===== src/rtl/core/bdq_pkg.sv =====
package bdq_pkg;

   localparam int DEPTH      = 16;
   localparam int DATA_WIDTH = 32;

   localparam int PTR_W  = (DEPTH > 1) ? $clog2(DEPTH) : 1;
   localparam int CNT_W  = $clog2(DEPTH + 1);
   localparam int CMD_W  = 4;
   localparam int VAL_W  = 32;
   localparam int POS_W  = 5;
   localparam int STAT_W = 2;
   localparam int CMP_W  = (CNT_W > POS_W) ? CNT_W : POS_W;

   typedef enum logic [CMD_W-1:0] {
      CMD_PUSH_BACK  = 4'd0,
      CMD_PUSH_FRONT = 4'd1,
      CMD_POP_BACK   = 4'd2,
      CMD_POP_FRONT  = 4'd3,
      CMD_FIND_LEFT  = 4'd4,
      CMD_FIND_RIGHT = 4'd5,
      CMD_REMOVE_AT  = 4'd6,
      CMD_INSERT_AT  = 4'd7,
      CMD_CLEAR      = 4'd8
   } cmd_type;

   typedef enum logic [STAT_W-1:0] {
      STAT_OK     = 2'd0,
      STAT_EMPTY  = 2'd1,
      STAT_FULL   = 2'd2,
      STAT_BADPOS = 2'd3
   } status_type;

   function automatic logic [PTR_W-1:0] slot_of(input logic [PTR_W-1:0] head,
                                                input logic [CNT_W-1:0] idx);
      logic [CNT_W:0] sum;
      sum = (CNT_W+1)'(head) + (CNT_W+1)'(idx);
      if (sum >= (CNT_W+1)'(DEPTH)) begin
         sum = sum - (CNT_W+1)'(DEPTH);
      end
      return PTR_W'(sum);
   endfunction

endpackage


===== src/rtl/core/bdq_req_if.sv =====
interface bdq_req_if;
   import bdq_pkg::*;

   logic                     valid;
   logic                     ready;
   logic [CMD_W-1:0]         cmd;
   logic signed [VAL_W-1:0]  item_value;
   logic [POS_W-1:0]         position;

   modport source (output valid, cmd, item_value, position, input ready);
   modport sink   (input valid, cmd, item_value, position, output ready);
endinterface


===== src/rtl/core/bdq_rsp_if.sv =====
interface bdq_rsp_if;
   import bdq_pkg::*;

   logic                     valid;
   logic                     ready;
   logic signed [VAL_W-1:0]  out_value;
   logic                     found;
   logic [POS_W-1:0]         found_index;
   logic [POS_W-1:0]         length;
   logic [STAT_W-1:0]        status;

   modport source (output valid, out_value, found, found_index, length, status,
                   input ready);
   modport sink   (input valid, out_value, found, found_index, length, status,
                   output ready);
endinterface


===== src/rtl/core/bounded_deque_with_search_core.sv =====
// Bounded double-ended queue of signed values with search, insert and remove.
// req_if (sink): one command beat carries cmd, item_value and position.
// rsp_if (source): exactly one result beat per command, in command order,
//   carrying out_value, found, found_index, length and status.
// Command flow: accept in S_IDLE, execute in S_EXEC, then finish in S_DONE.
//   push, clear, failed commands: complete in S_EXEC
//   pop: one registered read of the end slot in S_WALK
//   search: S_WALK reads elements until a match stops it or all are read
//     (no element is read on an empty queue)
//   remove/insert: S_WALK shifts the elements that move, none when none move
// A new command can be accepted in the same cycle the previous result is raised.
// One storage RAM with a registered read port serves every command that uses storage;
// walks read one slot per cycle and write the shifted slot in the following cycle.
// A new command is taken only when the sequencer is idle; the result sits in
// an output register, so the next command may be taken while it waits.
// If the receiver stalls with a result still held, the next finished result
// waits in the sequencer until the output register frees.
// Reset (synchronous) empties the queue, sets the head to slot 0 and drops
// any pending result; storage contents are not cleared.
module bounded_deque_with_search_core (
   input  logic             clock,
   input  logic             reset,
   bdq_req_if.sink          req_if,
   bdq_rsp_if.source        rsp_if
);
   import bdq_pkg::*;

   typedef enum logic [3:0] {
      S_IDLE = 4'b0001,
      S_EXEC = 4'b0010,
      S_WALK = 4'b0100,
      S_DONE = 4'b1000
   } state_type;

   state_type               state_ff, state_in;
   cmd_type                 cmd_ff, cmd_in;
   logic [DATA_WIDTH-1:0]   key_ff, key_in;
   logic [POS_W-1:0]        pos_ff, pos_in;
   logic [PTR_W-1:0]        head_ff, head_in;
   logic [CNT_W-1:0]        count_ff, count_in;
   logic [CNT_W-1:0]        nxt_ff, nxt_in;
   logic [CNT_W-1:0]        left_ff, left_in;
   logic                    up_ff, up_in;
   logic                    rv_ff, rv_in;
   logic [CNT_W-1:0]        ri_ff, ri_in;
   logic [DATA_WIDTH-1:0]   res_val_ff, res_val_in;
   logic                    res_found_ff, res_found_in;
   logic [CNT_W-1:0]        res_idx_ff, res_idx_in;
   status_type              res_stat_ff, res_stat_in;
   logic                    rsp_valid_ff, rsp_valid_in;
   logic [VAL_W-1:0]        rsp_val_ff, rsp_val_in;
   logic                    rsp_found_ff, rsp_found_in;
   logic [POS_W-1:0]        rsp_idx_ff, rsp_idx_in;
   logic [POS_W-1:0]        rsp_len_ff, rsp_len_in;
   status_type              rsp_stat_ff, rsp_stat_in;

   logic                    wr_en;
   logic [PTR_W-1:0]        wr_addr;
   logic [DATA_WIDTH-1:0]   wr_data;
   logic                    rd_en;
   logic [PTR_W-1:0]        rd_addr;
   logic [DATA_WIDTH-1:0]   rd_data;

   logic                    full;
   logic                    empty;
   logic                    stop;
   logic [PTR_W-1:0]        head_dec;
   logic [PTR_W-1:0]        head_inc;

   bdq_ram #(
      .WIDTH (DATA_WIDTH),
      .DEPTH (DEPTH)
   ) u_store (
      .clock   (clock),
      .wr_en   (wr_en),
      .wr_addr (wr_addr),
      .wr_data (wr_data),
      .rd_en   (rd_en),
      .rd_addr (rd_addr),
      .rd_data (rd_data)
   );

   assign full     = (count_ff == CNT_W'(DEPTH));
   assign empty    = (count_ff == '0);
   assign head_dec = (head_ff == '0) ? PTR_W'(DEPTH - 1) : head_ff - PTR_W'(1);
   assign head_inc = (head_ff == PTR_W'(DEPTH - 1)) ? '0 : head_ff + PTR_W'(1);

   assign req_if.ready       = (state_ff == S_IDLE);
   assign rsp_if.valid       = rsp_valid_ff;
   assign rsp_if.out_value   = rsp_val_ff;
   assign rsp_if.found       = rsp_found_ff;
   assign rsp_if.found_index = rsp_idx_ff;
   assign rsp_if.length      = rsp_len_ff;
   assign rsp_if.status      = rsp_stat_ff;

   always_comb begin
      state_in     = state_ff;
      cmd_in       = cmd_ff;
      key_in       = key_ff;
      pos_in       = pos_ff;
      head_in      = head_ff;
      count_in     = count_ff;
      nxt_in       = nxt_ff;
      left_in      = left_ff;
      up_in        = up_ff;
      rv_in        = rv_ff;
      ri_in        = ri_ff;
      res_val_in   = res_val_ff;
      res_found_in = res_found_ff;
      res_idx_in   = res_idx_ff;
      res_stat_in  = res_stat_ff;
      rsp_valid_in = rsp_valid_ff && !rsp_if.ready;
      rsp_val_in   = rsp_val_ff;
      rsp_found_in = rsp_found_ff;
      rsp_idx_in   = rsp_idx_ff;
      rsp_len_in   = rsp_len_ff;
      rsp_stat_in  = rsp_stat_ff;
      wr_en        = 1'b0;
      wr_addr      = '0;
      wr_data      = key_ff;
      rd_en        = 1'b0;
      rd_addr      = '0;
      stop         = 1'b0;

      case (state_ff)
         S_IDLE: begin
            if (req_if.valid) begin
               cmd_in   = cmd_type'(req_if.cmd);
               key_in   = DATA_WIDTH'(req_if.item_value);
               pos_in   = req_if.position;
               state_in = S_EXEC;
            end
         end

         S_EXEC: begin
            res_val_in   = '0;
            res_found_in = 1'b0;
            res_idx_in   = '0;
            res_stat_in  = STAT_OK;
            rv_in        = 1'b0;
            left_in      = '0;
            state_in     = S_DONE;
            case (cmd_ff)
               CMD_PUSH_BACK: begin
                  if (full) begin
                     res_stat_in = STAT_FULL;
                  end else begin
                     wr_en    = 1'b1;
                     wr_addr  = slot_of(head_ff, count_ff);
                     count_in = count_ff + CNT_W'(1);
                  end
               end
               CMD_PUSH_FRONT: begin
                  if (full) begin
                     res_stat_in = STAT_FULL;
                  end else begin
                     wr_en    = 1'b1;
                     wr_addr  = head_dec;
                     head_in  = head_dec;
                     count_in = count_ff + CNT_W'(1);
                  end
               end
               CMD_POP_BACK: begin
                  if (empty) begin
                     res_stat_in = STAT_EMPTY;
                  end else begin
                     rd_en    = 1'b1;
                     rd_addr  = slot_of(head_ff, count_ff - CNT_W'(1));
                     rv_in    = 1'b1;
                     count_in = count_ff - CNT_W'(1);
                     state_in = S_WALK;
                  end
               end
               CMD_POP_FRONT: begin
                  if (empty) begin
                     res_stat_in = STAT_EMPTY;
                  end else begin
                     rd_en    = 1'b1;
                     rd_addr  = head_ff;
                     rv_in    = 1'b1;
                     head_in  = head_inc;
                     count_in = count_ff - CNT_W'(1);
                     state_in = S_WALK;
                  end
               end
               CMD_FIND_LEFT: begin
                  res_idx_in = count_ff;
                  nxt_in     = '0;
                  left_in    = count_ff;
                  up_in      = 1'b1;
                  state_in   = S_WALK;
               end
               CMD_FIND_RIGHT: begin
                  res_idx_in = count_ff;
                  nxt_in     = count_ff - CNT_W'(1);
                  left_in    = count_ff;
                  up_in      = 1'b0;
                  state_in   = S_WALK;
               end
               CMD_REMOVE_AT: begin
                  if (CMP_W'(pos_ff) >= CMP_W'(count_ff)) begin
                     res_stat_in = STAT_BADPOS;
                  end else begin
                     nxt_in   = CNT_W'(pos_ff) + CNT_W'(1);
                     left_in  = count_ff - CNT_W'(1) - CNT_W'(pos_ff);
                     up_in    = 1'b1;
                     count_in = count_ff - CNT_W'(1);
                     state_in = S_WALK;
                  end
               end
               CMD_INSERT_AT: begin
                  if (CMP_W'(pos_ff) > CMP_W'(count_ff)) begin
                     res_stat_in = STAT_BADPOS;
                  end else if (full) begin
                     res_stat_in = STAT_FULL;
                  end else begin
                     nxt_in   = count_ff - CNT_W'(1);
                     left_in  = count_ff - CNT_W'(pos_ff);
                     up_in    = 1'b0;
                     count_in = count_ff + CNT_W'(1);
                     state_in = S_WALK;
                  end
               end
               CMD_CLEAR: begin
                  count_in = '0;
                  head_in  = '0;
               end
               default: begin
               end
            endcase
         end

         S_WALK: begin
            rv_in = 1'b0;
            if (rv_ff) begin
               case (cmd_ff)
                  CMD_POP_BACK, CMD_POP_FRONT: begin
                     res_val_in = rd_data;
                  end
                  CMD_FIND_LEFT, CMD_FIND_RIGHT: begin
                     if (rd_data == key_ff) begin
                        res_found_in = 1'b1;
                        res_idx_in   = ri_ff;
                        stop         = 1'b1;
                     end
                  end
                  CMD_REMOVE_AT: begin
                     wr_en   = 1'b1;
                     wr_addr = slot_of(head_ff, ri_ff - CNT_W'(1));
                     wr_data = rd_data;
                  end
                  CMD_INSERT_AT: begin
                     wr_en   = 1'b1;
                     wr_addr = slot_of(head_ff, ri_ff + CNT_W'(1));
                     wr_data = rd_data;
                  end
                  default: begin
                  end
               endcase
            end
            if (stop) begin
               state_in = S_DONE;
            end else if (left_ff != '0) begin
               rd_en   = 1'b1;
               rd_addr = slot_of(head_ff, nxt_ff);
               rv_in   = 1'b1;
               ri_in   = nxt_ff;
               nxt_in  = up_ff ? nxt_ff + CNT_W'(1) : nxt_ff - CNT_W'(1);
               left_in = left_ff - CNT_W'(1);
            end else if (!rv_ff) begin
               if (cmd_ff == CMD_INSERT_AT) begin
                  wr_en   = 1'b1;
                  wr_addr = slot_of(head_ff, CNT_W'(pos_ff));
                  wr_data = key_ff;
               end
               state_in = S_DONE;
            end
         end

         S_DONE: begin
            if (!rsp_valid_ff || rsp_if.ready) begin
               rsp_valid_in = 1'b1;
               rsp_val_in   = VAL_W'(res_val_ff);
               rsp_found_in = res_found_ff;
               rsp_idx_in   = POS_W'(res_idx_ff);
               rsp_len_in   = POS_W'(count_ff);
               rsp_stat_in  = res_stat_ff;
               state_in     = S_IDLE;
            end
         end

         default: begin
            state_in = S_IDLE;
         end
      endcase
   end

   always_ff @(posedge clock) begin
      if (reset) begin
         state_ff     <= S_IDLE;
         head_ff      <= '0;
         count_ff     <= '0;
         rv_ff        <= 1'b0;
         rsp_valid_ff <= 1'b0;
      end else begin
         state_ff     <= state_in;
         head_ff      <= head_in;
         count_ff     <= count_in;
         rv_ff        <= rv_in;
         rsp_valid_ff <= rsp_valid_in;
      end
   end

   always_ff @(posedge clock) begin
      cmd_ff       <= cmd_in;
      key_ff       <= key_in;
      pos_ff       <= pos_in;
      nxt_ff       <= nxt_in;
      left_ff      <= left_in;
      up_ff        <= up_in;
      ri_ff        <= ri_in;
      res_val_ff   <= res_val_in;
      res_found_ff <= res_found_in;
      res_idx_ff   <= res_idx_in;
      res_stat_ff  <= res_stat_in;
      rsp_val_ff   <= rsp_val_in;
      rsp_found_ff <= rsp_found_in;
      rsp_idx_ff   <= rsp_idx_in;
      rsp_len_ff   <= rsp_len_in;
      rsp_stat_ff  <= rsp_stat_in;
   end

   a_count_bound: assert property (@(posedge clock) disable iff (reset)
      count_ff <= CNT_W'(DEPTH))
      else $error("element count above depth");

   a_accept_to_exec: assert property (@(posedge clock) disable iff (reset)
      req_if.valid && req_if.ready |=> state_ff == S_EXEC)
      else $error("accepted command not executed");

   a_rsp_from_done: assert property (@(posedge clock) disable iff (reset)
      $rose(rsp_valid_ff) |-> $past(state_ff) == S_DONE)
      else $error("result raised outside completion");

   a_no_write_idle: assert property (@(posedge clock) disable iff (reset)
      state_ff == S_IDLE || state_ff == S_DONE |-> !wr_en)
      else $error("storage write while no command active");

endmodule


===== src/rtl/core/bdq_ram.sv =====
module bdq_ram #(
   parameter int WIDTH = 32,
   parameter int DEPTH = 16
) (
   input  logic                                      clock,
   input  logic                                      wr_en,
   input  logic [((DEPTH > 1) ? $clog2(DEPTH) : 1)-1:0] wr_addr,
   input  logic [WIDTH-1:0]                          wr_data,
   input  logic                                      rd_en,
   input  logic [((DEPTH > 1) ? $clog2(DEPTH) : 1)-1:0] rd_addr,
   output logic [WIDTH-1:0]                          rd_data
);

   logic [WIDTH-1:0] mem_ff [DEPTH];

   always_ff @(posedge clock) begin
      if (wr_en) begin
         mem_ff[wr_addr] <= wr_data;
      end
      if (rd_en) begin
         rd_data <= mem_ff[rd_addr];
      end
   end

endmodule

===== src/flat_wrapper.sv =====
// flat-port wrapper written by rule: the top's interface ports become plain ports
module bounded_deque_with_search_core_flat import bdq_pkg::*;
  (clock, reset, req_if_valid, req_if_cmd, req_if_item_value, req_if_position, req_if_ready, rsp_if_valid, rsp_if_out_value, rsp_if_found, rsp_if_found_index, rsp_if_length, rsp_if_status, rsp_if_ready);
  bdq_req_if req_if_i ();
  bdq_rsp_if rsp_if_i ();
  input  logic clock;
  input  logic reset;
  input wire logic [$bits(req_if_i.valid)-1:0] req_if_valid;
  input wire logic [$bits(req_if_i.cmd)-1:0] req_if_cmd;
  input wire logic [$bits(req_if_i.item_value)-1:0] req_if_item_value;
  input wire logic [$bits(req_if_i.position)-1:0] req_if_position;
  output wire logic [$bits(req_if_i.ready)-1:0] req_if_ready;
  output wire logic [$bits(rsp_if_i.valid)-1:0] rsp_if_valid;
  output wire logic [$bits(rsp_if_i.out_value)-1:0] rsp_if_out_value;
  output wire logic [$bits(rsp_if_i.found)-1:0] rsp_if_found;
  output wire logic [$bits(rsp_if_i.found_index)-1:0] rsp_if_found_index;
  output wire logic [$bits(rsp_if_i.length)-1:0] rsp_if_length;
  output wire logic [$bits(rsp_if_i.status)-1:0] rsp_if_status;
  input wire logic [$bits(rsp_if_i.ready)-1:0] rsp_if_ready;
  assign req_if_i.valid = req_if_valid;
  assign req_if_i.cmd = req_if_cmd;
  assign req_if_i.item_value = req_if_item_value;
  assign req_if_i.position = req_if_position;
  assign req_if_ready = req_if_i.ready;
  assign rsp_if_valid = rsp_if_i.valid;
  assign rsp_if_out_value = rsp_if_i.out_value;
  assign rsp_if_found = rsp_if_i.found;
  assign rsp_if_found_index = rsp_if_i.found_index;
  assign rsp_if_length = rsp_if_i.length;
  assign rsp_if_status = rsp_if_i.status;
  assign rsp_if_i.ready = rsp_if_ready;
  bounded_deque_with_search_core u_core (.clock(clock), .reset(reset), .req_if(req_if_i), .rsp_if(rsp_if_i));
endmodule

===== config.mk =====
export PLATFORM = sky130hd
export DESIGN_NAME = bounded_deque_with_search_core_flat
export DESIGN_NICKNAME = d
export VERILOG_FILES = /design/src/rtl/core/bdq_pkg.sv /design/src/rtl/core/bdq_req_if.sv /design/src/rtl/core/bdq_rsp_if.sv /design/src/rtl/core/bounded_deque_with_search_core.sv /design/src/rtl/core/bdq_ram.sv /design/src/flat_wrapper.sv
export SDC_FILE = /design/constraint.sdc
export NUM_CORES = 1
export LEC_CHECK = 0
export BUFFER_PORTS_ARGS = -buffer_cell sky130_fd_sc_hd__buf_4
export CAP_MARGIN = 20
export CORE_ASPECT_RATIO = 0.6
export CORE_UTILIZATION = 54
export CTS_BUF_LIST = sky130_fd_sc_hd__clkbuf_16
export DETAILED_ROUTE_END_ITERATION = 7
export PLACE_DENSITY = 0.72
export SETUP_SLACK_MARGIN = 0.02
export SKIP_LAST_GASP = 1
export SLEW_MARGIN = 10
export SYNTH_ARGS = -nofsm -noshare
export SYNTH_HDL_FRONTEND = slang
export SYNTH_SLANG_ARGS = --single-unit

===== constraint.sdc =====
create_clock -name clock -period 7.73 [get_ports clock]
set_input_delay 1.546 -clock clock [delete_from_list [all_inputs] [get_ports clock]]
set_output_delay 1.546 -clock clock [all_outputs]
set_load 0.01 [all_outputs]

==> results.tsv <==
stage	metric	value	unit
final_layout	layout cells sized above 1	0.1136	
cts	Worst-Skew Late Latency	0.62	ns
min_path	Worst Hold Class	flop to flop	
timing	Final min period	5.128	ns
cts	CTS Root Buffer Type	clkbuf_16	
cts	CTS buffer count	60	
synthesis	syn nets	2136	
timing	RSZ-0062 raised after global routing	false	
synthesis	Mean Syn Cell Area	14.23	um^2
timing	Max Fclk	195.0	MHz
cts	H-tree levels	2	
cts	clk buf depth	3	
floorplanning	Cell Rows	65	
worst_setup_path	Critical Path AT	5.35	ns
power	leakage	11.48	nW
detailed_routing	Vias/cell	6.113	
synthesis	register area share after synthesis	0.7178	
global_route	first-pass GRT wire length	106.6	mm
global_route	vias in the first global route	16660	
global_route	initial antenna violation count	3	
global_route	largest net degree at the start of global routing	150	
worst_setup_path	worst setup path class	flop to flop	
cts	post-CTS resize count	0	
synthesis	top_reg_cell synth	edfxtp_1	
worst_setup_path	worst path required time	7.95	ns
worst_setup_path	startpoint types	flop	
placement	DPL Wire Length	46.46	mm
run	max cap viols	0	
synthesis	post-synthesis mux area share	0.03506	
timing	WHS	0.4223	ns
synthesis	Netlist cell types	62	
detailed_routing	DRC Markers	0	
cts	Hold-fix buffers, CTS	0	
synthesis	EDFF count, synth	686	
synthesis	Post-synth ARST share	0	
placement	final weighted congestion in routability-driven placement	0.9562	
synthesis	largest family of logic cells by synthesized area	compound AO/OA/AOI/OAI gates	
floorplanning	Core Area	52860	um^2
timing	slew of the pin with the lowest slew margin	1.170	ns
timing	Final setup viols	0	
synthesis	Synth Register Bits	701	
global_route	GR Overflow Total	0	
timing	Tcrit/Tclk final	0.6633	
final_layout	antenna fix cells	0	
floorplanning	I/O pin total	92	
floorplanning	Die W	301.8	um
floorplanning	Die H	181.9	um
run_status	status	complete, no violations	
detailed_routing	DR pass1 iterations	6	
floorplanning	DIE AREA	54890	um^2
final_layout	Final Net Count	2205	
synthesis	Synth Area in Compound Gates	0.09565	
final_layout	fillcell total	3854	
cts	Clock transition at path regs	0.07	ns
synthesis	Synth Warn #	0	
cts	Setup Buffers After CTS	0	
synthesis	Post-Syn Area	29120	um^2
synthesis	post-synthesis xor/xnor area fraction	0.02015	
synthesis	Syn Inst Count	2046	
power	Power Density	228.6	nW/um^2
worst_setup_path	Crit. End Element	flop	
timing	Hold Vio Cnt, Final	0	
timing	Max Slew Vio Count	0	
timing	Slew HR	0.2173	
worst_setup_path	CP Max Fanout	32	
power	Peak VDD IR	0.1684	mV
detailed_routing	Vias	17540	
synthesis	Post-Synth Simple-Gate Area	0.08491	
detailed_routing	number of routed nets with antenna violations	0	
detailed_routing	drt total wl	72.44	mm
floorplanning	initial core utilization	0.5508	
synthesis	Synth Area in Adders	0.02166	
final_layout	area delta synth->final	12.10	%
cts	clk sinks	701	
cts	CTS tree	built	
detailed_routing	per-cell routed wire length	25.25	um
global_route	GR Util All Layers	0.2621	
timing	Setup TNS Final	0	ns
placement	IO buf count	91	
timing	skew final	0.02261	ns
detailed_routing	DR iter-0 viols	2276	
-- logic make-up (layout without fill, tap and decap cells) --
group           count (synthesis)  count (layout)
simple gates                  566             566
buf+inv                       151             271
xor+xnor                       67              67
mux                           102             102
flops                         701             701
compound gates                414             414
fa+ha+maj                      45              45
-- critical path, cell delays in order (launching register included) --
cell	delay [ns]
edfxtp_1	0.69
nor2b_1	0.27
nand3_1	0.27
inv_1	0.15
fa_1	0.46
inv_1	0.09
ha_1	0.23
a21o_1	0.16
a21oi_1	0.19
xnor2_1	0.15
xnor2_1	0.13
a22oi_1	0.09
o21ai_0	0.39
nand2_1	0.45
nor2b_4	1.00
-- worst paths after layout --
kind	slack [ns]	cells past startpoint	from	endpoint
worst min-delay path	0.42	0	u_core.res_val_ff[29]	u_core.rsp_if.out_value[29]
worst min register to register	0.42	0	u_core.res_val_ff[29]	u_core.rsp_if.out_value[29]
worst max-delay path	2.60	14	u_core.cmd_ff[2]	u_core.u_store.mem_ff[14][23]
worst max register to register	2.60	14	u_core.cmd_ff[2]	u_core.u_store.mem_ff[14][23]
-- flip-flops by register name, summed over array words and instances (netlist names), 2 cells and up --
register and count:
u_core.rsp_if.out_value 32, u_core.rsp_if.length 5, u_core.res_val_ff 32, u_core.ri_ff 5, u_core.pos_ff 5, u_core.head_ff 4, u_core.rsp_if.found_index 5, u_core.nxt_ff 5
u_core.state_ff 4, u_core.left_ff 5, u_core.count_ff 5, u_core.cmd_ff 4, u_core.u_store.mem_ff 512, u_core.u_store.rd_data 32, u_core.res_stat_ff 2, u_core.res_idx_ff 5
u_core.key_ff 32, u_core.rsp_if.status 2
-- final cells by class --
cell class                      count  area, um^2  area share
Inverter                           35       131.4    0.004025
Tap cell                          703       879.6     0.02695
Sequential cell                   701       20900      0.6403
Multi-Input combinational cell   1194        7689      0.2356
Clock buffer                       62        1551     0.04753
Timing Repair Buffer              123        1149     0.03519
Clock inverter                     51       340.3     0.01043
-- stage by stage --
stage / total power, mW / util / setup slack [ns] / cell area, um^2 / cells
finish: 7.462 / 0.6174 / 2.602 / 32640 / 2869
global route: 7.653 / 0.6174 / 2.281 / 32640 / 2869
CTS: 7.492 / 0.6124 / 2.638 / 32370 / 2858
detailed placement: 4.617 / 0.5766 / 2.667 / 30480 / 2745
global placement: 4.608 / 0.5760 / 2.780 / 30450 / 2743
floorplan: 4.484 / - / 2.184 / 29120 / 2046
-- routing by layer --
metal / vias to the layer above / GRT usage / share of wire
met1: 8627 / 0.4016 / 0.44
met2: 932 / 0.3712 / 0.43
met4: 4 / 0.07091 / 0.025
met3: 112 / 0.06581 / 0.11
met5: - / 0 / 0.00052
li1: 7863 / - / -
-- cells in the final DEF (no fill, tap or decap), drive strengths merged, types with 10 or more instances in the layout --
| cell | netlist | routed |
|---|---|---|
| edfxtp | 686 | 686 |
| nand2 | 370 | 370 |
| a21oi | 204 | 204 |
| buf | 64 | 122 |
| mux2i | 102 | 102 |
| a221o | 64 | 64 |
| clkbuf | 52 | 63 |
| nor2 | 50 | 50 |
| inv | 35 | 46 |
| nand3 | 43 | 43 |
| xor2 | 43 | 43 |
| ha | 36 | 36 |
| a22oi | 35 | 35 |
| and2 | 35 | 35 |
| clkinv | 0 | 35 |
| a32oi | 32 | 32 |
| xnor2 | 24 | 24 |
| o21ai | 20 | 20 |
| dfxtp | 15 | 15 |
| a21o | 13 | 13 |
| nor2b | 12 | 12 |
| nor3 | 10 | 10 |
-- cells in the mapped netlist, types with 9 or more instances --
cell type / number / share of area
o21ai_0: 19 / 0.0033
nor2b_1: 12 / 0.0026
nand2_1: 370 / 0.048
a21oi_1: 202 / 0.035
nand3_1: 43 / 0.0074
and2_1: 35 / 0.0075
a21o_1: 13 / 0.0034
dfxtp_1: 15 / 0.010
mux2i_1: 102 / 0.035
a22oi_1: 35 / 0.0090
buf_4: 12 / 0.0031
fa_1: 9 / 0.0062
buf_2: 40 / 0.0069
a221o_1: 64 / 0.022
nor4_1: 9 / 0.0019
nor3_1: 10 / 0.0017
edfxtp_1: 686 / 0.71
inv_1: 35 / 0.0045
clkbuf_1: 52 / 0.0067
ha_1: 36 / 0.015
xnor2_1: 24 / 0.0072
nor2_1: 46 / 0.0059
xor2_1: 43 / 0.013
a32oi_1: 32 / 0.0096
-- power breakdown --
| part | leakage, nW | internal, mW | switching [mW] | total, mW |
|---|---|---|---|---|
| sequential | 6.27 | 4.24 | 0.0347 | 4.27 |
| clock | 0.974 | 1.58 | 1.34 | 2.92 |
| combinational | 4.23 | 0.0719 | 0.195 | 0.267 |
| total | 11.5 | 5.89 | 1.57 | 7.46 |
(Power assumes the default switching activity.)
